<file path="src/hw/rtl/ske_pkg.sv">
// ----------------------------------------------------------------------------
// ske_pkg
// Shared types, register codes, constants and helper functions of the SVM
// kernel evaluator.
// ----------------------------------------------------------------------------
package ske_pkg;

    localparam int DEF_MAX_DIMENSION = 1024;
    localparam int DEF_ELEMENT_WIDTH = 16;

    localparam int ACC_W      = 48;
    localparam int CFG_ADDR_W = 4;
    localparam int CFG_DATA_W = 32;

    localparam logic [1:0] REG_KERNEL_MODE  = 2'd0;
    localparam logic [1:0] REG_INV_SIGMA_SQ = 2'd1;
    localparam logic [1:0] REG_DEGREE       = 2'd2;

    localparam logic [1:0] MODE_LINEAR   = 2'd0;
    localparam logic [1:0] MODE_GAUSSIAN = 2'd1;
    localparam logic [1:0] MODE_POLY     = 2'd2;

    localparam logic [1:0]  RST_KERNEL_MODE  = MODE_LINEAR;
    localparam logic [23:0] RST_INV_SIGMA_SQ = 24'd65536;
    localparam logic [3:0]  RST_DEGREE       = 4'd2;

    localparam logic [30:0] LOG2E_Q30 = 31'd1549082005;
    localparam logic [29:0] LN2_Q30   = 30'd744261118;
    localparam logic [31:0] MAG_CAP   = 32'hFFFF_FFFF;
    localparam logic [31:0] ONE_Q16   = 32'd65536;

    typedef struct packed {
        logic [1:0]  kernel_mode;
        logic [23:0] inv_sigma_sq;
        logic [3:0]  degree;
    } t_cfg;

    typedef enum logic [4:0] {
        ST_ACC, ST_DRAIN, ST_PREP, ST_SLO, ST_SHI, ST_SSUM, ST_XQ, ST_KMUL, ST_K,
        ST_LNMUL, ST_RED, ST_FIX, ST_HMUL, ST_HSTEP, ST_GOUT, ST_PBASE, ST_PCHK,
        ST_PSTEP, ST_OUT
    } t_state;

    typedef enum logic [2:0] {
        MUL_NONE, MUL_SLO, MUL_SHI, MUL_LOG2E, MUL_LN2, MUL_HORNER, MUL_POLY
    } t_mul_sel;

    typedef enum logic [3:0] {
        OP_NONE, OP_PREP, OP_SLO, OP_SSUM, OP_XQ, OP_K, OP_RED, OP_FIX, OP_HSTEP,
        OP_PBASE, OP_PSTEP
    } t_dp_op;

    typedef enum logic [2:0] {
        RES_LINEAR, RES_ONE, RES_ZERO, RES_GAUSS, RES_POLY
    } t_res_sel;

    typedef struct packed {
        logic     accept;
        t_mul_sel mul_sel;
        t_dp_op   op;
        t_res_sel res_sel;
        logic     res_load;
    } t_cmd;

    typedef struct packed {
        logic acc_pos;
        logic xq_big;
        logic iter_zero;
    } t_stat;

    typedef struct packed {
        logic [31:0] val;
        logic        sat;
    } t_sat;

    // Taylor coefficients 1/n! in Q2.30.
    function automatic logic [31:0] inv_fact(input logic [3:0] n);
        logic [31:0] f;
        case (n)
            4'd0:    f = 32'd1073741824;
            4'd1:    f = 32'd1073741824;
            4'd2:    f = 32'd536870912;
            4'd3:    f = 32'd178956971;
            4'd4:    f = 32'd44739243;
            4'd5:    f = 32'd8947849;
            4'd6:    f = 32'd1491308;
            4'd7:    f = 32'd213044;
            4'd8:    f = 32'd26631;
            default: f = 32'd0;
        endcase
        return f;
    endfunction

    function automatic t_sat sat32(input logic signed [49:0] v);
        t_sat r;
        if (v > 50'sd2147483647) begin
            r.val = 32'h7FFF_FFFF;
            r.sat = 1'b1;
        end else if (v < -50'sd2147483648) begin
            r.val = 32'h8000_0000;
            r.sat = 1'b1;
        end else begin
            r.val = v[31:0];
            r.sat = 1'b0;
        end
        return r;
    endfunction

endpackage

</file>
<file path="src/hw/rtl/ske_regs.sv">
// ----------------------------------------------------------------------------
// ske_regs
// APB-style configuration registers: kernel mode, inverse sigma squared and
// polynomial degree.
// ----------------------------------------------------------------------------
module ske_regs (
    input  logic                           i_clk,
    input  logic                           i_rst_n,
    input  logic                           psel,
    input  logic                           penable,
    input  logic                           pwrite,
    input  logic [ske_pkg::CFG_ADDR_W-1:0] paddr,
    input  logic [ske_pkg::CFG_DATA_W-1:0] pwdata,
    output logic [ske_pkg::CFG_DATA_W-1:0] prdata,
    output logic                           pready,
    output ske_pkg::t_cfg                  o_cfg
);
    import ske_pkg::*;

    t_cfg       r_cfg;
    logic [1:0] w_idx;
    logic       w_wr;

    assign pready = 1'b1;
    assign w_idx  = paddr[3:2];
    assign w_wr   = psel && penable && pwrite;

    always_ff @(posedge i_clk) begin
        if (!i_rst_n) begin
            r_cfg.kernel_mode  <= RST_KERNEL_MODE;
            r_cfg.inv_sigma_sq <= RST_INV_SIGMA_SQ;
            r_cfg.degree       <= RST_DEGREE;
        end else if (w_wr) begin
            case (w_idx)
                REG_KERNEL_MODE:  r_cfg.kernel_mode  <= pwdata[1:0];
                REG_INV_SIGMA_SQ: r_cfg.inv_sigma_sq <= pwdata[23:0];
                REG_DEGREE:       r_cfg.degree       <= pwdata[3:0];
                default:          ;
            endcase
        end
    end

    always_comb begin
        case (w_idx)
            REG_KERNEL_MODE:  prdata = {30'd0, r_cfg.kernel_mode};
            REG_INV_SIGMA_SQ: prdata = {8'd0, r_cfg.inv_sigma_sq};
            REG_DEGREE:       prdata = {28'd0, r_cfg.degree};
            default:          prdata = '0;
        endcase
    end

    assign o_cfg = r_cfg;

endmodule

</file>
<file path="config.mk">
export PLATFORM = sky130hd
export DESIGN_NAME = ske_regs
export DESIGN_NICKNAME = d
export VERILOG_FILES = /design/src/hw/rtl/ske_pkg.sv /design/src/hw/rtl/ske_regs.sv
export SDC_FILE = /design/constraint.sdc
export NUM_CORES = 1
export LEC_CHECK = 0
export ABC_AREA = 1
export BUFFER_PORTS_ARGS = -buffer_cell sky130_fd_sc_hd__buf_2
export CORE_MARGIN = 1
export CORE_UTILIZATION = 39
export CTS_BUF_LIST = sky130_fd_sc_hd__clkbuf_4
export DETAILED_ROUTE_END_ITERATION = 10
export GPL_ROUTABILITY_DRIVEN = 0
export PLACE_DENSITY = 0.81
export REMOVE_ABC_BUFFERS = 1
export SYNTH_ARGS = -nofsm -noshare
export SYNTH_HDL_FRONTEND = slang
export SYNTH_SLANG_ARGS = --single-unit
</file>
<file path="constraint.sdc">
create_clock -name i_clk -period 0.83 [get_ports i_clk]
set_input_delay 0.083 -clock i_clk [delete_from_list [all_inputs] [get_ports i_clk]]
set_output_delay 0.083 -clock i_clk [all_outputs]
set_load 0.1 [all_outputs]
</file>
==> summary.md, run 1 <==
| Metric | Value |
|---|---|
| Post-Syn Area | `1600 um2` |
| H-tree Lvls | `2` |
| Register area share after synthesis | `37.5%` |
| Pin count of the biggest net entering global routing | `31` |
| Synth top area share | `37.5%` |
| Failed at | `global routing` |
| Leading post-synthesis cells by cell area | `dfxtp_1 38%, nor2_1 19%, nand2_1 11%` |
| Cell total after placement | `425` |
| Post-synthesis cell type with the largest combined area | `dfxtp_1` |
| I/O Pins | `104` |
| Clock Path Buffers | `2` |
| Site Rows | `22` |
| HPWL after detailed placement | `4080 um` |
| Register bit count reported by yosys | `30` |
| CTS buffer count | `5` |
| Ys Warns | `0` |
| Initial Utilization | `42.2%` |
| Syn_area_per_cell | `6.11 um2` |
| Cells after synthesis | `262` |
| Tool error | `[ERROR DPL-0038] Utilization greater than 100%, impossible to legalize` |
| Die width | `66.1 um` |
| Run status | `aborted with a tool error` |
| Yosys cell types | `15` |
| Die Ht | `66.1 um` |
| DP Area | `3190 um2` |
| Worst EP post-GRT repair | `prdata[19]` |
| Port buffer count | `84` |
| Clock root cell | `clkbuf_4` |
| Worst_ep kind | `output port` |
| Clock sinks | `30` |
-- Yosys cell counts --
cell and instances:
nor2_1 80, nand2_1 45, inv_1 44, nand3_1 33
dfxtp_1 30, buf_4 11, buf_2 4, nor2_4 3
buf_1 2, buf_6 2, conb_1 2, inv_2 2
o21ai_0 2, clkbuf_1 1, nand2_2 1
-- kinds of logic after synthesis --
logic type | count (synthesis) | share of synthesized area [%]
AND/OR/NAND/NOR | 162 | 42.1
buffers and inverters | 66 | 19.3
other | 2 | 0.469
AO/OA/AOI/OAI | 2 | 0.625
flip-flops | 30 | 37.5
-- per-stage QoR --
| step | hold WS, ns | utilization, % | worst slack [ns] |
|---|---|---|---|
| 2_1_floorplan | 0.168 | - | -1.58 |
| 3_3_place_gp | 0.299 | 83.9 | -0.201 |
| 3_5_place_dp | 0.309 | 83.9 | -0.279 |
| 4_1_cts | 0.0581 | 95.5 | -0.277 |
-- timing repair --
item                                   4_1_cts
pin swaps                                   28
gates resized for setup                    132
buffers inserted                             4
hold buffers                                 2
setup endpoints to repair                   54
endpoints found under the hold margin        2
==> inputs of run 2 (changes only) <==
CORE_UTILIZATION = 40   (was 39)
CTS_BUF_LIST = not set   (was sky130_fd_sc_hd__clkbuf_4)
PLACE_DENSITY = not set   (was 0.81)
PLACE_DENSITY_LB_ADDON = 0.15   (was not set)
clock period = 1.1 ns   (was 0.83 ns; I/O delays follow)
==> summary.md, run 2 <==
| Metric | Value |
|---|---|
| Run status | `finished, violations left` |
| Failing checks | `negative setup slack` |
| HPWL after detailed placement | `3740 um` |
| Crit path arrival time | `1.00 ns` |
| DR vias | `1989` |
| Pin count of the biggest net entering global routing | `31` |
| Via-per-instance ratio | `4.68` |
| Setup TNS | `-0.0140 ns` |
| Async set-or-reset flop fraction in the synthesized netlist | `0%` |
| Hold Buf Count CTS | `0` |
| Clk_skew | `0 ns` |
| Fraction of layout cells with a size suffix above 1 | `55.7%` |
| Clock root cell | `clkbuf_8` |
| Max reg flops | `30` |
| Clock Path Buffers | `2` |
| Gr usage total | `27.1%` |
| Die Ht | `65.3 um` |
| Port buffer count | `84` |
| Final-layout fill cell count | `155` |
| Metal3 WL | `394 um` |
| Clock sinks | `30` |
| Register bit count reported by yosys | `30` |
| Count leader, synth | `nor2_1` |
| Routed WL | `5970 um` |
| Final Hold Vio Count | `0` |
| Slew Limit Fails | `0` |
| Placeable Area | `3740 um2` |
| Final setup violation count | `2` |
| Vias in the first global route | `1963` |
| Iteration-0 DRC Markers | `89` |
| Syn_area_per_cell | `6.11 um2` |
| Static Leak | `1.55 nW` |
| Reg2reg start | `o_cfg[18]` |
| Die width | `65.3 um` |
| Drt pass-1 iters | `4` |
| GR Overflow Total | `0` |
| Max Cap Violations | `0` |
| I/O Pins | `104` |
| Critical Path RT | `0.99 ns` |
| Fmax | `899 MHz` |
| Synth Flop Type | `dfxtp_1` |
| Met1 Wirelength | `2350 um` |
| Crit path capture type | `output pin` |
| Most frequent cells in the layout | `60 x nor2_1, 56 x buf_12, 38 x nand2_1` |
| Worst-margin pin slew | `0.580 ns` |
| Yosys cell types | `15` |
| Nature of the critical path startpoint | `flip-flop` |
| Cells after synthesis | `262` |
| CTS tree | `done` |
| Post-Syn Area | `1600 um2` |
| CTS buffer count | `5` |
| Antenna violations before repair | `0` |
| Ys Warns | `0` |
| Most common library cells after synthesis | `80 x nor2_1, 45 x nand2_1, 44 x inv_1, 33 x nand3_1, 30 x dfxtp_1` |
| VDD IR-drop max | `1030 uV` |
| Max Used Layer | `met4` |
| Final worst setup slack | `-0.0120 ns` |
| CP Max Fanout | `2` |
| Die footprint | `4260 um2` |
| Register area share after synthesis | `37.5%` |
| First-pass GRT wire length | `8840 um` |
| Post-synth EDFFs | `0` |
| WL met2 | `3110 um` |
| Post-placement setup slack | `0.00958 ns` |
| N_diodes | `0` |
| H-tree Lvls | `2` |
| Critical path class | `flip-flop to output pin` |
| Synth top area share | `37.5%` |
| Initial Utilization | `42.8%` |
| Post-synthesis cell type with the largest combined area | `dfxtp_1` |
| Critical path startpoint | `o_cfg[17]` |
| ANT nets after route | `0` |
| Worst min path class | `input pin to flip-flop` |
| Slew margin rel. | `61.3%` |
| Clk slew on worst S/H paths | `0.07 ns` |
| Final period util | `101%` |
| Nets | `417` |
| Area overhead of the layout relative to synthesis | `114%` |
| Commonest non-fill, non-tap cell in the layout | `nor2_1` |
| DRC viols | `0` |
| Drt wl/cell | `14.0 um` |
| Hold_sp | `pwdata[16]` |
| Leading post-synthesis cells by cell area | `dfxtp_1 38%, nor2_1 19%, nand2_1 11%` |
| PD cells | `903 nW/um2` |
| Site Rows | `22` |
| Min Tclk post-route | `1.11 ns` |
| Worst-Skew Late Latency | `0.28 ns` |
| Unrepaired setup endpoints after global routing | `true` |
[run 2: cell counts after synthesis]
Identical to the previous run, type by type.
[run 2: metal layers]
metal | GRT usage (%) | up-vias
met5 | 0 | -
met4 | 8.97 | 0
met3 | 7.47 | 11
met2 | 49.2 | 84
met1 | 29.9 | 916
li1 | - | 978
[run 2: area by class of cell]
cell class	count	area (um2)	share of cell area [%]
inverter	46	178	5.19
tap	48	60.1	1.76
timing repair buffer	120	1530	44.6
sequential	30	651	19.0
multi-input combinational	173	896	26.2
clock buffer	8	110	3.22
[run 2: worst paths after layout]
check / to / slack (ns) / cells after the start
worst max-delay path: prdata[13] / -0.01 / 3
worst min-delay path: o_cfg[20] / 0.05 / 3
worst max register to register: o_cfg[18] / 0.21 / 3
worst min register to register: o_cfg[1] / 0.50 / 2
[run 2: logic make-up after synthesis]
family	synth area share (%)
flip-flops	37.5
AO/OA/AOI/OAI	0.625
AND/OR/NAND/NOR	42.1
buffers and inverters	19.3
other	0.469
[run 2: metrics by stage]
stage | std cells | hold WS, ns | utilization (%) | instance area (um2) | total power, W
after floorplan | 249 | 0.195 | - | 1490 | 0.00167
after global placement | 403 | 0.325 | 79.4 | 2970 | 0.00197
after detailed placement | 403 | 0.330 | 79.4 | 2970 | 0.00199
after CTS | 423 | 0.0370 | 88.0 | 3290 | 0.00304
after global routing | 425 | 0.0588 | 91.4 | 3420 | 0.00318
final | 425 | 0.0478 | 91.4 | 3420 | 0.00309
[run 2: critical path, cell delays in order, from the launching register on]
cell	delay [ns]
dfxtp_2	0.34
inv_2	0.05
nor2_4	0.14
buf_12	0.19
[run 2: power by group]
group | internal, W | switching (W)
Clock | 0.000631 | 0.000423
Combinational | 0.000275 | 0.000639
Sequential | 0.00110 | 0.0000190
[run 2: repair_timing]
action / 4_1_cts / 5_1_grt
buffers inserted: 12 / 2
endpoints found under the setup margin: 23 / 24
gates resized for setup: 55 / 49
pin swaps: 17 / 21
cloned: 0 / 0
(Power assumes the default switching activity.)
