--- src/hw/rtl/ske_pkg.sv ---
// ----------------------------------------------------------------------------
// ske_pkg
// Shared types, register codes, constants and helper functions of the SVM
// kernel evaluator.
// ----------------------------------------------------------------------------
package ske_pkg;

    localparam int DEF_MAX_DIMENSION = 1024;
    localparam int DEF_ELEMENT_WIDTH = 16;

    localparam int ACC_W      = 48;
    localparam int CFG_ADDR_W = 4;
    localparam int CFG_DATA_W = 32;

    localparam logic [1:0] REG_KERNEL_MODE  = 2'd0;
    localparam logic [1:0] REG_INV_SIGMA_SQ = 2'd1;
    localparam logic [1:0] REG_DEGREE       = 2'd2;

    localparam logic [1:0] MODE_LINEAR   = 2'd0;
    localparam logic [1:0] MODE_GAUSSIAN = 2'd1;
    localparam logic [1:0] MODE_POLY     = 2'd2;

    localparam logic [1:0]  RST_KERNEL_MODE  = MODE_LINEAR;
    localparam logic [23:0] RST_INV_SIGMA_SQ = 24'd65536;
    localparam logic [3:0]  RST_DEGREE       = 4'd2;

    localparam logic [30:0] LOG2E_Q30 = 31'd1549082005;
    localparam logic [29:0] LN2_Q30   = 30'd744261118;
    localparam logic [31:0] MAG_CAP   = 32'hFFFF_FFFF;
    localparam logic [31:0] ONE_Q16   = 32'd65536;

    typedef struct packed {
        logic [1:0]  kernel_mode;
        logic [23:0] inv_sigma_sq;
        logic [3:0]  degree;
    } t_cfg;

    typedef enum logic [4:0] {
        ST_ACC, ST_DRAIN, ST_PREP, ST_SLO, ST_SHI, ST_SSUM, ST_XQ, ST_KMUL, ST_K,
        ST_LNMUL, ST_RED, ST_FIX, ST_HMUL, ST_HSTEP, ST_GOUT, ST_PBASE, ST_PCHK,
        ST_PSTEP, ST_OUT
    } t_state;

    typedef enum logic [2:0] {
        MUL_NONE, MUL_SLO, MUL_SHI, MUL_LOG2E, MUL_LN2, MUL_HORNER, MUL_POLY
    } t_mul_sel;

    typedef enum logic [3:0] {
        OP_NONE, OP_PREP, OP_SLO, OP_SSUM, OP_XQ, OP_K, OP_RED, OP_FIX, OP_HSTEP,
        OP_PBASE, OP_PSTEP
    } t_dp_op;

    typedef enum logic [2:0] {
        RES_LINEAR, RES_ONE, RES_ZERO, RES_GAUSS, RES_POLY
    } t_res_sel;

    typedef struct packed {
        logic     accept;
        t_mul_sel mul_sel;
        t_dp_op   op;
        t_res_sel res_sel;
        logic     res_load;
    } t_cmd;

    typedef struct packed {
        logic acc_pos;
        logic xq_big;
        logic iter_zero;
    } t_stat;

    typedef struct packed {
        logic [31:0] val;
        logic        sat;
    } t_sat;

    // Taylor coefficients 1/n! in Q2.30.
    function automatic logic [31:0] inv_fact(input logic [3:0] n);
        logic [31:0] f;
        case (n)
            4'd0:    f = 32'd1073741824;
            4'd1:    f = 32'd1073741824;
            4'd2:    f = 32'd536870912;
            4'd3:    f = 32'd178956971;
            4'd4:    f = 32'd44739243;
            4'd5:    f = 32'd8947849;
            4'd6:    f = 32'd1491308;
            4'd7:    f = 32'd213044;
            4'd8:    f = 32'd26631;
            default: f = 32'd0;
        endcase
        return f;
    endfunction

    function automatic t_sat sat32(input logic signed [49:0] v);
        t_sat r;
        if (v > 50'sd2147483647) begin
            r.val = 32'h7FFF_FFFF;
            r.sat = 1'b1;
        end else if (v < -50'sd2147483648) begin
            r.val = 32'h8000_0000;
            r.sat = 1'b1;
        end else begin
            r.val = v[31:0];
            r.sat = 1'b0;
        end
        return r;
    endfunction

endpackage

--- src/hw/rtl/ske_ctrl.sv ---
// ----------------------------------------------------------------------------
// ske_ctrl
// Sequencer of the kernel evaluator: accumulation phase, the finishing
// sequence for each kernel mode, and the result hand-off.
// ----------------------------------------------------------------------------
module ske_ctrl (
    input  logic           i_clk,
    input  logic           i_rst_n,
    input  logic           i_in_valid,
    input  logic           i_in_last,
    input  logic           i_out_ready,
    input  logic [1:0]     i_mode,
    input  ske_pkg::t_stat i_stat,
    output ske_pkg::t_cmd  o_cmd,
    output logic           o_in_ready,
    output logic           o_out_valid
);
    import ske_pkg::*;

    t_state r_state;
    t_state n_state;

    always_ff @(posedge i_clk) begin
        if (!i_rst_n) begin
            r_state <= ST_ACC;
        end else begin
            r_state <= n_state;
        end
    end

    always_comb begin
        n_state = r_state;
        case (r_state)
            ST_ACC: begin
                if (i_in_valid && i_in_last) n_state = ST_DRAIN;
            end
            ST_DRAIN: n_state = ST_PREP;
            ST_PREP: begin
                if (i_mode == MODE_POLY) begin
                    n_state = ST_SLO;
                end else if (i_mode == MODE_GAUSSIAN && i_stat.acc_pos) begin
                    n_state = ST_SLO;
                end else begin
                    n_state = ST_OUT;
                end
            end
            ST_SLO:  n_state = ST_SHI;
            ST_SHI:  n_state = ST_SSUM;
            ST_SSUM: n_state = (i_mode == MODE_GAUSSIAN) ? ST_XQ : ST_PBASE;
            ST_XQ:   n_state = ST_KMUL;
            ST_KMUL: n_state = i_stat.xq_big ? ST_OUT : ST_K;
            ST_K:    n_state = ST_LNMUL;
            ST_LNMUL: n_state = ST_RED;
            ST_RED:  n_state = ST_FIX;
            ST_FIX:  n_state = ST_HMUL;
            ST_HMUL: n_state = ST_HSTEP;
            ST_HSTEP: n_state = i_stat.iter_zero ? ST_GOUT : ST_HMUL;
            ST_GOUT: n_state = ST_OUT;
            ST_PBASE: n_state = ST_PCHK;
            ST_PCHK: n_state = i_stat.iter_zero ? ST_OUT : ST_PSTEP;
            ST_PSTEP: n_state = ST_PCHK;
            ST_OUT: begin
                if (i_out_ready) n_state = ST_ACC;
            end
            default: n_state = ST_ACC;
        endcase
    end

    always_comb begin
        o_cmd          = '0;
        o_cmd.mul_sel  = MUL_NONE;
        o_cmd.op       = OP_NONE;
        o_cmd.res_sel  = RES_LINEAR;
        o_in_ready     = 1'b0;
        o_out_valid    = 1'b0;
        case (r_state)
            ST_ACC: begin
                o_in_ready   = 1'b1;
                o_cmd.accept = i_in_valid;
            end
            ST_PREP: begin
                o_cmd.op = OP_PREP;
                if (i_mode == MODE_GAUSSIAN && !i_stat.acc_pos) begin
                    o_cmd.res_sel  = RES_ONE;
                    o_cmd.res_load = 1'b1;
                end else if (i_mode != MODE_GAUSSIAN && i_mode != MODE_POLY) begin
                    o_cmd.res_sel  = RES_LINEAR;
                    o_cmd.res_load = 1'b1;
                end
            end
            ST_SLO:  o_cmd.mul_sel = MUL_SLO;
            ST_SHI: begin
                o_cmd.op      = OP_SLO;
                o_cmd.mul_sel = MUL_SHI;
            end
            ST_SSUM: o_cmd.op = OP_SSUM;
            ST_XQ:   o_cmd.op = OP_XQ;
            ST_KMUL: begin
                if (i_stat.xq_big) begin
                    o_cmd.res_sel  = RES_ZERO;
                    o_cmd.res_load = 1'b1;
                end else begin
                    o_cmd.mul_sel = MUL_LOG2E;
                end
            end
            ST_K:     o_cmd.op = OP_K;
            ST_LNMUL: o_cmd.mul_sel = MUL_LN2;
            ST_RED:   o_cmd.op = OP_RED;
            ST_FIX:   o_cmd.op = OP_FIX;
            ST_HMUL:  o_cmd.mul_sel = MUL_HORNER;
            ST_HSTEP: o_cmd.op = OP_HSTEP;
            ST_GOUT: begin
                o_cmd.res_sel  = RES_GAUSS;
                o_cmd.res_load = 1'b1;
            end
            ST_PBASE: o_cmd.op = OP_PBASE;
            ST_PCHK: begin
                if (i_stat.iter_zero) begin
                    o_cmd.res_sel  = RES_POLY;
                    o_cmd.res_load = 1'b1;
                end else begin
                    o_cmd.mul_sel = MUL_POLY;
                end
            end
            ST_PSTEP: o_cmd.op = OP_PSTEP;
            ST_OUT:   o_out_valid = 1'b1;
            default:  ;
        endcase
    end

endmodule

--- config.mk ---
export PLATFORM = sky130hd
export DESIGN_NAME = ske_ctrl
export DESIGN_NICKNAME = d
export VERILOG_FILES = /design/src/hw/rtl/ske_pkg.sv /design/src/hw/rtl/ske_ctrl.sv
export SDC_FILE = /design/constraint.sdc
export NUM_CORES = 1
export LEC_CHECK = 0
export ABC_CLOCK_PERIOD_IN_PS = 2700
export CAP_MARGIN = 10
export CORE_AREA = 2 2 39 41
export DETAILED_ROUTE_END_ITERATION = 7
export DIE_AREA = 0 0 41 43
export DONT_BUFFER_PORTS = 1
export GPL_ROUTABILITY_DRIVEN = 0
export HOLD_SLACK_MARGIN = 0.03
export PLACE_DENSITY = 0.66
export SYNTH_ARGS = -nofsm -noshare
export SYNTH_HDL_FRONTEND = slang
export SYNTH_SLANG_ARGS = --single-unit
--- constraint.sdc ---
create_clock -name i_clk -period 2.7 [get_ports i_clk]
set_clock_uncertainty 0.15 [all_clocks]
set_input_delay 0.405 -clock i_clk [delete_from_list [all_inputs] [get_ports i_clk]]
set_output_delay 0.405 -clock i_clk [all_outputs]
set_load 0.05 [all_outputs]
# After elaboration in Yosys (flattened, before gate mapping)

Cells that the tools add are included.

Equal/unequal tests: 24
Reductions and logical operators: 8
Multiplexer cells: 21

Operator list:

| operator           | count |
|---|---|
| $pmux 5 s18        | 1 |
| $eq 5x4->1 const B | 8 |
| $pmux 4 s10        | 1 |
| $mux 5             | 5 |
| $eq 5x3->1 const B | 4 |
| $pmux 3 s6         | 1 |
| $pmux 4 s4         | 1 |
| $eq 5x5->1 const B | 3 |
| $mux 4             | 3 |
| $eq 5x2->1 const B | 2 |
| $mux 2             | 3 |
| $mux 3             | 2 |
| $ne 2x2->1 const B | 3 |
| $eq 5x1->1 const B | 1 |
| $logic_not 5->1    | 1 |
| $logic_and 1x1->1  | 4 |
| $mux 1             | 4 |
| $eq 2x1->1 const B | 1 |
| $eq 2x2->1 const B | 1 |
| $ne 2x1->1 const B | 1 |
| $reduce_and 2->1   | 1 |
| $reduce_or 2->1    | 1 |
| $logic_not 1->1    | 1 |

Bits in registers: 5
Word-level logic and storage cells: 54
Output and inout bits: 14

# Longest topological paths before layout

Gate-level depths: netlist of the first run.

Depth after elaboration: 5
Mapped depth: 6
Gate-level depth less buffers: 4

# Worst setup path before layout of the first run

No wires, ideal clock.

Path type: register to output
Start point: register r_state[4]
End point: output port o_cmd[11] (netlist name)
Data arrival time: 2402 ps
Slack: -257 ps
Path buffers: 0
Stages on the path, launching flop included: 4
Path through: dfxtp_1 or3_4 nor3_1 and2_1

RTL lines:

| item                     | RTL line       | source |
|---|---|---|
| start: declaration       | ske_ctrl.sv:20 | `t_state r_state;` |
| start signal: assignment | ske_ctrl.sv:27 | `r_state <= n_state;` |
| end: declaration         | ske_ctrl.sv:14 | `output ske_pkg::t_cmd o_cmd,` |

==> results of run 1 <==
-- final cells by class --
type / count / area (sq um)
multi-input cells: 90 / 566
fillers: 135 / 508
repair buffers: 18 / 160
flip-flops and latches: 5 / 100
clock buffers: 4 / 26.3
well taps: 16 / 20.0
inverters: 1 / 3.75
-- cell families (layout without fill, tap and decap cells) --
| group | after synthesis | count (layout) | share of synthesized area [%] |
|---|---|---|---|
| buffers and inverters | 10 | 23 | 8.23 |
| AOI/OAI and AO/OA | 29 | 29 | 28.5 |
| DFF | 5 | 5 | 14.0 |
| and+or+nand+nor | 58 | 58 | 45.5 |
| xor gates and xnor gates | 3 | 3 | 3.68 |
-- report_power, final --
group | total (mW) | switching (mW) | leakage [nW] | internal, mW
clock network | 0.0845 | 0.0287 | 0.0150 | 0.0558
registers | 0.0975 | 0.0181 | 0.0405 | 0.0794
logic | 0.187 | 0.109 | 0.279 | 0.0777
-- layout by cell type, fill, tap and decap left out, types with 2 or more instances in the layout --
cell and count:
o21ai_0 3, nor3_2 2, or3b_1 2, buf_12 2
xnor2_1 2, o21ai_1 2, nor3_1 5, nor2_1 15
nor4_1 2, and2_1 2, o22ai_1 2, a21oi_1 6
buf_4 16, clkbuf_4 3, and2b_1 2, dfxtp_1 5
nor2_2 2, a211oi_1 2, nand2_1 9, nand3b_1 3
a22oi_1 2, nor2b_1 3, nand2b_1 7
-- path summary, 6_finish.rpt --
kind              slack (ps)  cells past startpoint    endpoint
hold reg to reg          640                      2  r_state[1]
setup / recovery         300                      6    o_cmd[4]
hold / removal           210                      2  r_state[4]
setup reg to reg         810                      6  r_state[4]
-- layer usage --
metal / GRT usage, % / wire length, um / up-vias
met5: 0 / 0 / -
met4: 6.67 / 0 / 0
met3: 3.66 / 52 / 0
met2: 35.6 / 950 / 11
met1: 31.8 / 866 / 364
li1: - / - / 406
-- worst register-to-register path, cell delays in order, from the launching register on --
cell and delay (ps):
dfxtp_1 660, buf_4 260, nand3b_1 90, a21oi_2 160, buf_4 230, nor2_1 100, a31oi_2 170
==> flow_summary_export.csv, run 1 <==
group,metric,value,unit
status,outcome,"complete, no violations",
sta,fin_ws,296,ps
floorplanning,num_io_pins,24,
global_routing,first_global_vias,666,
power,total_power,0.369,mW
placement,portBuffers,0,
global_routing,grt_max_degree,17,
setup_path,critPathMaxFanout,14,
synth,ys_warn_count,0,
sta,whs,214,ps
placement,placed_cells,130,
setup_path,cpPeakStageDelay,660,ps
setup_path,critPathRequiredTime,2140,ps
layout,reg_top3,"r_state: 5 flops",
sta,final.setup.tns,0,ps
placement,place_hpwl,1380,um
floorplanning,start_util,51.6,%
layout,nNetsFinal,129,
sta,slew_viol_final,0,
sta,max-slew-margin-rel,62.7,%
power,peakVddDrop,0.277,mV
synth,yosys-top-cells-area,"dfxtp_1 14%, nor2_1 7.9%, nand2b_1 6.1%",
clocking,cts_resized,0,
power,p_leak,0.335,nW
layout,antenna_cells,0,
clocking,cts_buffers,3,
setup_path,worst_setup_path_end_kind,"primary output",
synth,syn_nets,115,
placement,place_ws,567,ps
clocking,htreeDepth,1,
setup_path,cp_cell_sequence,"buf_4, nand2b_1, o21ai_0, a21oi_1, nor2_1, buf_4",
clocking,cts_tree,"built",
sta,layout_min_cycle_time,2400,ps
detailed_routing,wl,1870,um
detailed_routing,drtIter0Drc,23,
setup_path,startpoint,"r_state[1]",
setup_path,worst-setup-path-type,"flop to primary output",
detailed_routing,num_vias,781,
clocking,cts.sinks,5,
layout,finalInstanceArea,876,sq um
synth,synth_flop_cell,"dfxtp_1",
synth,netlist_area,714,sq um
layout,largest_register,"r_state",
synth,synthTopCellsByCount,"15 x nor2_1, 9 x nand2_1, 7 x nand2b_1",
floorplanning,dieArea,1760,sq um
clocking,postCtsSetupBuffers,0,
synth,synth_cell_type_count,42,
sta,tightest_slew,558,ps
synth,synth_top_area_cell,"dfxtp_1",
worst_hold_path,hp-class,"primary input to flop",
detailed_routing,drcViolationCount,0,
global_routing,antenna_found_initial,0,
sta,fmax,0.416,GHz
setup_path,reg2reg_from,"r_state[1]",
layout,final_util,63.3,%
detailed_routing,antenna_left,0,
detailed_routing,drtPass1Iterations,4,
layout,stdcell_count,134,
synth,ys_seq_elements,5,
clocking,cts_hold_buffers,0,
synth,synth.avg_cell_area,6.80,sq um
setup_path,cpMaxStageDelayCell,"dfxtp_1",
placement,placed_area,850,sq um
layout,syn_to_final_growth,22.6,%
detailed_routing,wl_per_cell,13.9,um
floorplanning,chipWidth,41,um
synth,async_flop_share,0,%
clocking,cts_root_buf,"clkbuf_4",
setup_path,worst-path-buf-inv,2,
flow_run,maxCapViolCount,0,
sta,rsz0062_at_grt,"no",
floorplanning,fp.coreArea,1380,sq um
global_routing,track_usage,23.1,%
synth,synthCells,105,
setup_path,cp_common_cell,"buf_4",
setup_path,worstPathArrival,1850,ps
worst_hold_path,hp-start,"i_rst_n",
synth,synth_top_cell_area_share,14.0,%
synth,ys_seq_area_share,14.0,%
global_routing,grt-ovfl-total,0,
clocking,clkLatencyLatePin,240,ps
clocking,clk_pin_slew_worst_paths,40,ps
global_routing,grt_first_pass_wirelength,2900,um
floorplanning,rows,14,
synth,synth_edf_count,0,
detailed_routing,viasPerCell,5.83,
power,p_per_area,421,nW/um^2
sta,fin_crit_sh,89.0,%
layout,drive_gt1_share,26.3,%
sta,setup_violations,0,
sta,finalHoldViolations,0,
clocking,cts.path.max_buffers,2,
setup_path,crit_family,"flip-flops",
setup_path,cp-start-kind,"flop",
synth,synth_most_common_cell,"nor2_1",
layout,largest_reg_flops,5,
floorplanning,fp.dieH,43,um
No activity file was read; power rests on OpenSTA's default activity.
==> run 2: changes to the inputs <==
--- a/config.mk
+++ b/config.mk
@@ -13,7 +13,7 @@
 export DONT_BUFFER_PORTS = 1
 export GPL_ROUTABILITY_DRIVEN = 0
 export HOLD_SLACK_MARGIN = 0.03
-export PLACE_DENSITY = 0.66
+export PLACE_DENSITY = 0.69
 export SYNTH_ARGS = -nofsm -noshare
 export SYNTH_HDL_FRONTEND = slang
 export SYNTH_SLANG_ARGS = --single-unit
==> run 2 against run 1 <==
Effect of this change: cell count unchanged; register-to-register slack improved by 90 ps; setup slack improved by 50 ps; fmax up 2.1%; global-route usage increased by 0.95 points; count of clock-buffer cells in the layout did not move; non-clock buffer count unchanged; critical path type unchanged; largest cell class unchanged.
==> flow_summary_export.csv, run 2 (synthesized netlist as in run 1, its figures left out) <==
group,metric,value,unit
detailed_routing,viasPerCell,6.04,
detailed_routing,drcViolationCount,0,
power,p_seq_share,25.4,%
power,sw_frac_of_total,41.8,%
sta,final.setup.tns,0,ps
floorplanning,dieArea,1760,sq um
power,clkPwrFrac,22.5,%
sta,whs,216,ps
layout,layout_common_cells,"16 x buf_4, 15 x nor2_1, 9 x nand2_1",
clocking,postCtsSetupBuffers,0,
layout,reg_top3,"r_state: 5 flops",
global_routing,grt-ovfl-total,0,
sta,max-slew-margin-rel,67.4,%
clocking,cts.path.max_buffers,2,
global_routing,grt_max_degree,17,
setup_path,critPathRequiredTime,2140,ps
sta,tightest_slew,492,ps
clocking,cts_root_buf,"clkbuf_4",
clocking,clkLatencyLatePin,230,ps
sta,fmax,0.425,GHz
floorplanning,chipWidth,41,um
layout,final_common_cell,"buf_4",
sta,rsz0062_at_grt,"no",
floorplanning,fp.coreArea,1380,sq um
power,p_leak,0.335,nW
setup_path,worstPathArrival,1800,ps
layout,final_util,63.3,%
global_routing,antenna_found_initial,0,
global_routing,grt_first_pass_wirelength,2950,um
floorplanning,num_io_pins,24,
sta,slew_viol_final,0,
layout,nFillCells,122,
flow_run,maxCapViolCount,0,
layout,drive_gt1_share,26.3,%
power,p_per_area,418,nW/um^2
floorplanning,fp.dieH,43,um
clocking,cts.sinks,5,
clocking,cts_buffers,3,
power,intPower,0.213,mW
detailed_routing,wl_per_cell,14.1,um
layout,nNetsFinal,129,
clocking,htreeDepth,1,
clocking,cts_resized,0,
layout,antenna_cells,0,
setup_path,cp-start-kind,"flop",
setup_path,worst-setup-path-type,"flop to primary output",
clocking,clk_pin_slew_worst_paths,40,ps
layout,largest_reg_flops,5,
layout,largest_register,"r_state",
detailed_routing,antenna_left,0,
setup_path,critPathMaxFanout,15,
worst_hold_path,hp-class,"primary input to flop",
layout,syn_to_final_growth,22.6,%
placement,place_hpwl,1450,um
floorplanning,start_util,51.6,%
placement,portBuffers,0,
sta,layout_min_cycle_time,2350,ps
global_routing,first_global_vias,672,
power,peakVddDrop,0.327,mV
setup_path,r2r_slack,900,ps
detailed_routing,wl,1890,um
power,p_sw,0.153,mW
detailed_routing,num_vias,809,
sta,finalHoldViolations,0,
power,comb_power_share,52.2,%
detailed_routing,drtPass1Iterations,4,
global_routing,track_usage,24.0,%
sta,setup_violations,0,
clocking,cts_tree,"built",
status,outcome,"complete, no violations",
floorplanning,rows,14,
detailed_routing,drtIter0Drc,38,
setup_path,worst_setup_path_end_kind,"primary output",
sta,fin_crit_sh,87.2,%
clocking,cts_hold_buffers,0,
-- run 2: cell counts in the layout (fill, tap and decap cells not counted) --
No cell type changed its count.
-- run 2: through the flow --
step	setup slack (ps)	total power [mW]	cells	instance area, sq um
after CTS	357	0.370	134	876
after global placement	642	0.281	130	850
after detailed placement	609	0.283	130	850
final	347	0.366	134	876
after global routing	234	0.390	134	876
after floorplan	95.4	0.234	105	719
-- run 2: cell type report --
type                    count  area (sq um)  area share [%]
well taps                  16          20.0            2.29
inverters                   1          3.75           0.429
multi-input cells          90           566            64.6
flip-flops and latches      5           100            11.4
clock buffers               4          26.3            3.00
repair buffers             18           160            18.3
-- run 2: worst paths after layout --
kind,from,endpoint,depth (start not counted)
worst max register to register,r_state[1],r_state[1],5
worst min register to register,r_state[4],r_state[2],2
worst max-delay path,r_state[3],o_cmd[0],5
worst min-delay path,i_rst_n,r_state[4],2
-- run 2: worst max-delay path: stages, from the launching register on --
cell	delay (ps)
dfxtp_1	600
or3_4	240
nor2_2	40
nand2b_1	110
or3b_1	400
buf_12	170
-- run 2: power by group through the flow --
stage	Combinational [mW]	Clock (mW)	Sequential, mW
2_1_floorplan	0.148	0	0.0857
3_3_place_gp	0.187	0	0.0938
3_5_place_dp	0.190	0	0.0939
4_1_cts	0.190	0.0872	0.0924
5_1_grt	0.204	0.0931	0.0936
6_report	0.191	0.0822	0.0928
-- run 2: metal layers --
| metal | routed length (um) | up-vias | global-route usage (%) |
|---|---|---|---|
| met3 | 69 | 4 | 3.66 |
| met5 | 0 | - | 0 |
| met2 | 985 | 20 | 36.9 |
| li1 | - | 407 | - |
| met1 | 807 | 378 | 31.1 |
| met4 | 29 | 0 | 12.0 |
==> run 3: changes to the inputs <==
--- a/config.mk
+++ b/config.mk
@@ -5,15 +5,16 @@
 export SDC_FILE = /design/constraint.sdc
 export NUM_CORES = 1
 export LEC_CHECK = 0
-export ABC_CLOCK_PERIOD_IN_PS = 2700
+export ABC_AREA = 1
+export ABC_CLOCK_PERIOD_IN_PS = 2620
 export CAP_MARGIN = 10
 export CORE_AREA = 2 2 39 41
+export CTS_BUF_LIST = sky130_fd_sc_hd__clkbuf_8 sky130_fd_sc_hd__clkbuf_16
 export DETAILED_ROUTE_END_ITERATION = 7
 export DIE_AREA = 0 0 41 43
 export DONT_BUFFER_PORTS = 1
 export GPL_ROUTABILITY_DRIVEN = 0
 export HOLD_SLACK_MARGIN = 0.03
-export PLACE_DENSITY = 0.69
 export SYNTH_ARGS = -nofsm -noshare
 export SYNTH_HDL_FRONTEND = slang
 export SYNTH_SLANG_ARGS = --single-unit
==> constraint.sdc (replaced) <==
create_clock -name i_clk -period 2.62 [get_ports i_clk]
set_clock_uncertainty 0.15 [all_clocks]
set_input_delay 0.393 -clock i_clk [delete_from_list [all_inputs] [get_ports i_clk]]
set_output_delay 0.393 -clock i_clk [all_outputs]
set_load 0.05 [all_outputs]
==> run 3 against run 2 <==
Effect of this change: flip-flop and latch count unchanged; setup slack worse by 66 ps; largest power group unchanged; synthesized area down 9.6%; critical endpoint unchanged; cell count up 8.2%; critical path depth unchanged; critical path type unchanged; die area unchanged.
==> flow_summary_export.csv, run 3 <==
group,metric,value,unit
status,outcome,"complete, no violations",
synth,synthTopCellsByCount,"32 x nand2_1, 21 x nand3_1, 16 x nor2_1",
synth,synth_mux_area_share,0,%
sta,final.setup.tns,0,ps
synth,ys_warn_count,0,
detailed_routing,num_vias,769,
synth,yosys-top-cells-area,"nand2_1 19%, nand3_1 16%, dfxtp_1 16%",
sta,layout_min_cycle_time,2340,ps
setup_path,worstPathArrival,1800,ps
clocking,cts_tree,"built",
detailed_routing,viasPerCell,5.30,
floorplanning,fp.coreArea,1380,sq um
setup_path,worst_setup_path_end_kind,"primary output",
placement,placed_cells,141,
global_routing,grt_first_pass_wirelength,2560,um
global_routing,track_usage,20.2,%
floorplanning,fp.dieH,43,um
floorplanning,rows,14,
setup_path,cpPeakStageDelay,540,ps
synth,async_flop_share,0,%
synth,ys_seq_elements,5,
setup_path,crit_family,"simple AND/OR/NAND/NOR gates",
placement,portBuffers,0,
synth,synth_fa_ha_area_share,0,%
layout,largest_register,"r_state",
clocking,cts_resized,0,
sta,setup_violations,0,
layout,drive_gt1_share,23.3,%
synth,synth.avg_cell_area,5.34,sq um
setup_path,critPathRequiredTime,2080,ps
clocking,cts_root_buf,"clkbuf_8",
floorplanning,start_util,46.7,%
floorplanning,num_io_pins,24,
setup_path,critPathMaxFanout,9,
setup_path,worst-path-buf-inv,1,
layout,final_common_cell,"nand2_1",
sta,whs,128,ps
detailed_routing,wl,1680,um
setup_path,r2r_slack,870,ps
sta,fin_crit_sh,89.3,%
setup_path,reg2reg_from,"r_state[4]",
detailed_routing,drtPass1Iterations,4,
layout,layout_common_cells,"32 x nand2_1, 21 x nand3_1, 16 x nor2_1",
clocking,postCtsSetupBuffers,0,
clocking,cts.sinks,5,
global_routing,first_global_vias,652,
clocking,clkLatencyLatePin,210,ps
synth,synth_top_area_cell,"nand2_1",
synth,synth-xor-area-share,0,%
global_routing,antenna_found_initial,0,
sta,max-slew-margin-rel,64.2,%
clocking,cts_buffers,3,
sta,fmax,0.428,GHz
sta,finalHoldViolations,0,
synth,synth_simple_gate_area_share,66.3,%
global_routing,grt-ovfl-total,0,
synth,synth_cell_type_count,20,
power,p_per_area,1230,nW/um^2
layout,largest_reg_flops,5,
worst_hold_path,hp-class,"primary input to flop",
setup_path,cpMaxStageDelayCell,"dfxtp_1",
power,peakVddDrop,0.657,mV
detailed_routing,drtIter0Drc,38,
setup_path,cp_cell_sequence,"clkinv_2, nand3_1, nor2_1, nor2_1, nand3_1",
layout,reg_top3,"r_state: 5 flops",
sta,slew_viol_final,0,
setup_path,startpoint,"r_state[4]",
clocking,clk_pin_slew_worst_paths,30,ps
placement,place_hpwl,1450,um
placement,place_ws,518,ps
sta,rsz0062_at_grt,"no",
worst_hold_path,hp-start,"i_rst_n",
layout,stdcell_count,145,
clocking,cts_hold_buffers,0,
synth,synth_top_cell_area_share,18.6,%
layout,syn_to_final_growth,16.3,%
layout,nNetsFinal,140,
synth,synth_compound_area_share,4.65,%
synth,synth_edf_count,0,
detailed_routing,antenna_left,0,
power,p_leak,0.456,nW
synth,ys_seq_area_share,15.5,%
detailed_routing,drcViolationCount,0,
synth,synth_flop_cell,"dfxtp_1",
floorplanning,chipWidth,41,um
sta,tightest_slew,536,ps
setup_path,cp-start-kind,"flop",
layout,antenna_cells,0,
clocking,cts.path.max_buffers,2,
synth,netlist_area,646,sq um
floorplanning,dieArea,1760,sq um
clocking,htreeDepth,1,
global_routing,grt_max_degree,10,
setup_path,worst-setup-path-type,"flop to primary output",
synth,synth_top_family_by_area,"simple AND/OR/NAND/NOR gates",
flow_run,maxCapViolCount,0,
detailed_routing,wl_per_cell,11.6,um
synth,synthCells,121,
synth,synth_most_common_cell,"nand2_1",
sta,fin_ws,281,ps
synth,syn_nets,131,
run 3: cell count changes after synthesis, sizes merged, moves of 7 or more:
cell | previous run | this run
nor2 | 17 | 24
nand2 | 9 | 36
inv | 1 | 19
buf | 8 | 1
nand2b | 7 | 0
nand3 | 0 | 21
run 3: per-stage QoR:
stage | util, % | cell area [sq um] | total power, mW
after floorplan | - | 646 | 0.659
final | 54.2 | 751 | 0.923
after global placement | 51.0 | 706 | 0.790
after detailed placement | 51.0 | 706 | 0.790
after global routing | 54.2 | 751 | 0.986
after CTS | 54.2 | 751 | 0.925
run 3: worst paths after layout:
path,cells past startpoint,end
setup reg to reg,8,r_state[0]
hold / removal,2,r_state[1]
hold reg to reg,5,r_state[0]
setup / recovery,5,o_cmd[0]
run 3: kinds of logic after synthesis:
kind of cell / Yosys count
compound gates: 5
buf+inv: 22
flops: 5
simple gates: 89
run 3: routing by layer:
| layer | GRT usage [%] | part of all wire (%) | up-vias |
|---|---|---|---|
| met5 | 0 | 0 | - |
| met4 | 6.67 | 1.0 | 0 |
| met3 | 4.19 | 6.6 | 4 |
| met2 | 31.9 | 48 | 39 |
| met1 | 26.2 | 44 | 326 |
| li1 | - | - | 400 |
run 3: where the power goes:
group	internal, mW	total (mW)	switching [mW]
registers	0.100	0.157	0.0568
clock network	0.100	0.132	0.0324
logic	0.161	0.634	0.472
run 3: cell type report:
cell class / count / area (sq um)
Inverter: 21 / 80.1
Multi-Input combinational cell: 94 / 468
Tap cell: 16 / 20.0
Timing Repair Buffer: 5 / 37.5
Fill cell: 161 / 633
Clock buffer: 3 / 41.3
Sequential cell: 5 / 100
Clock inverter: 1 / 3.75
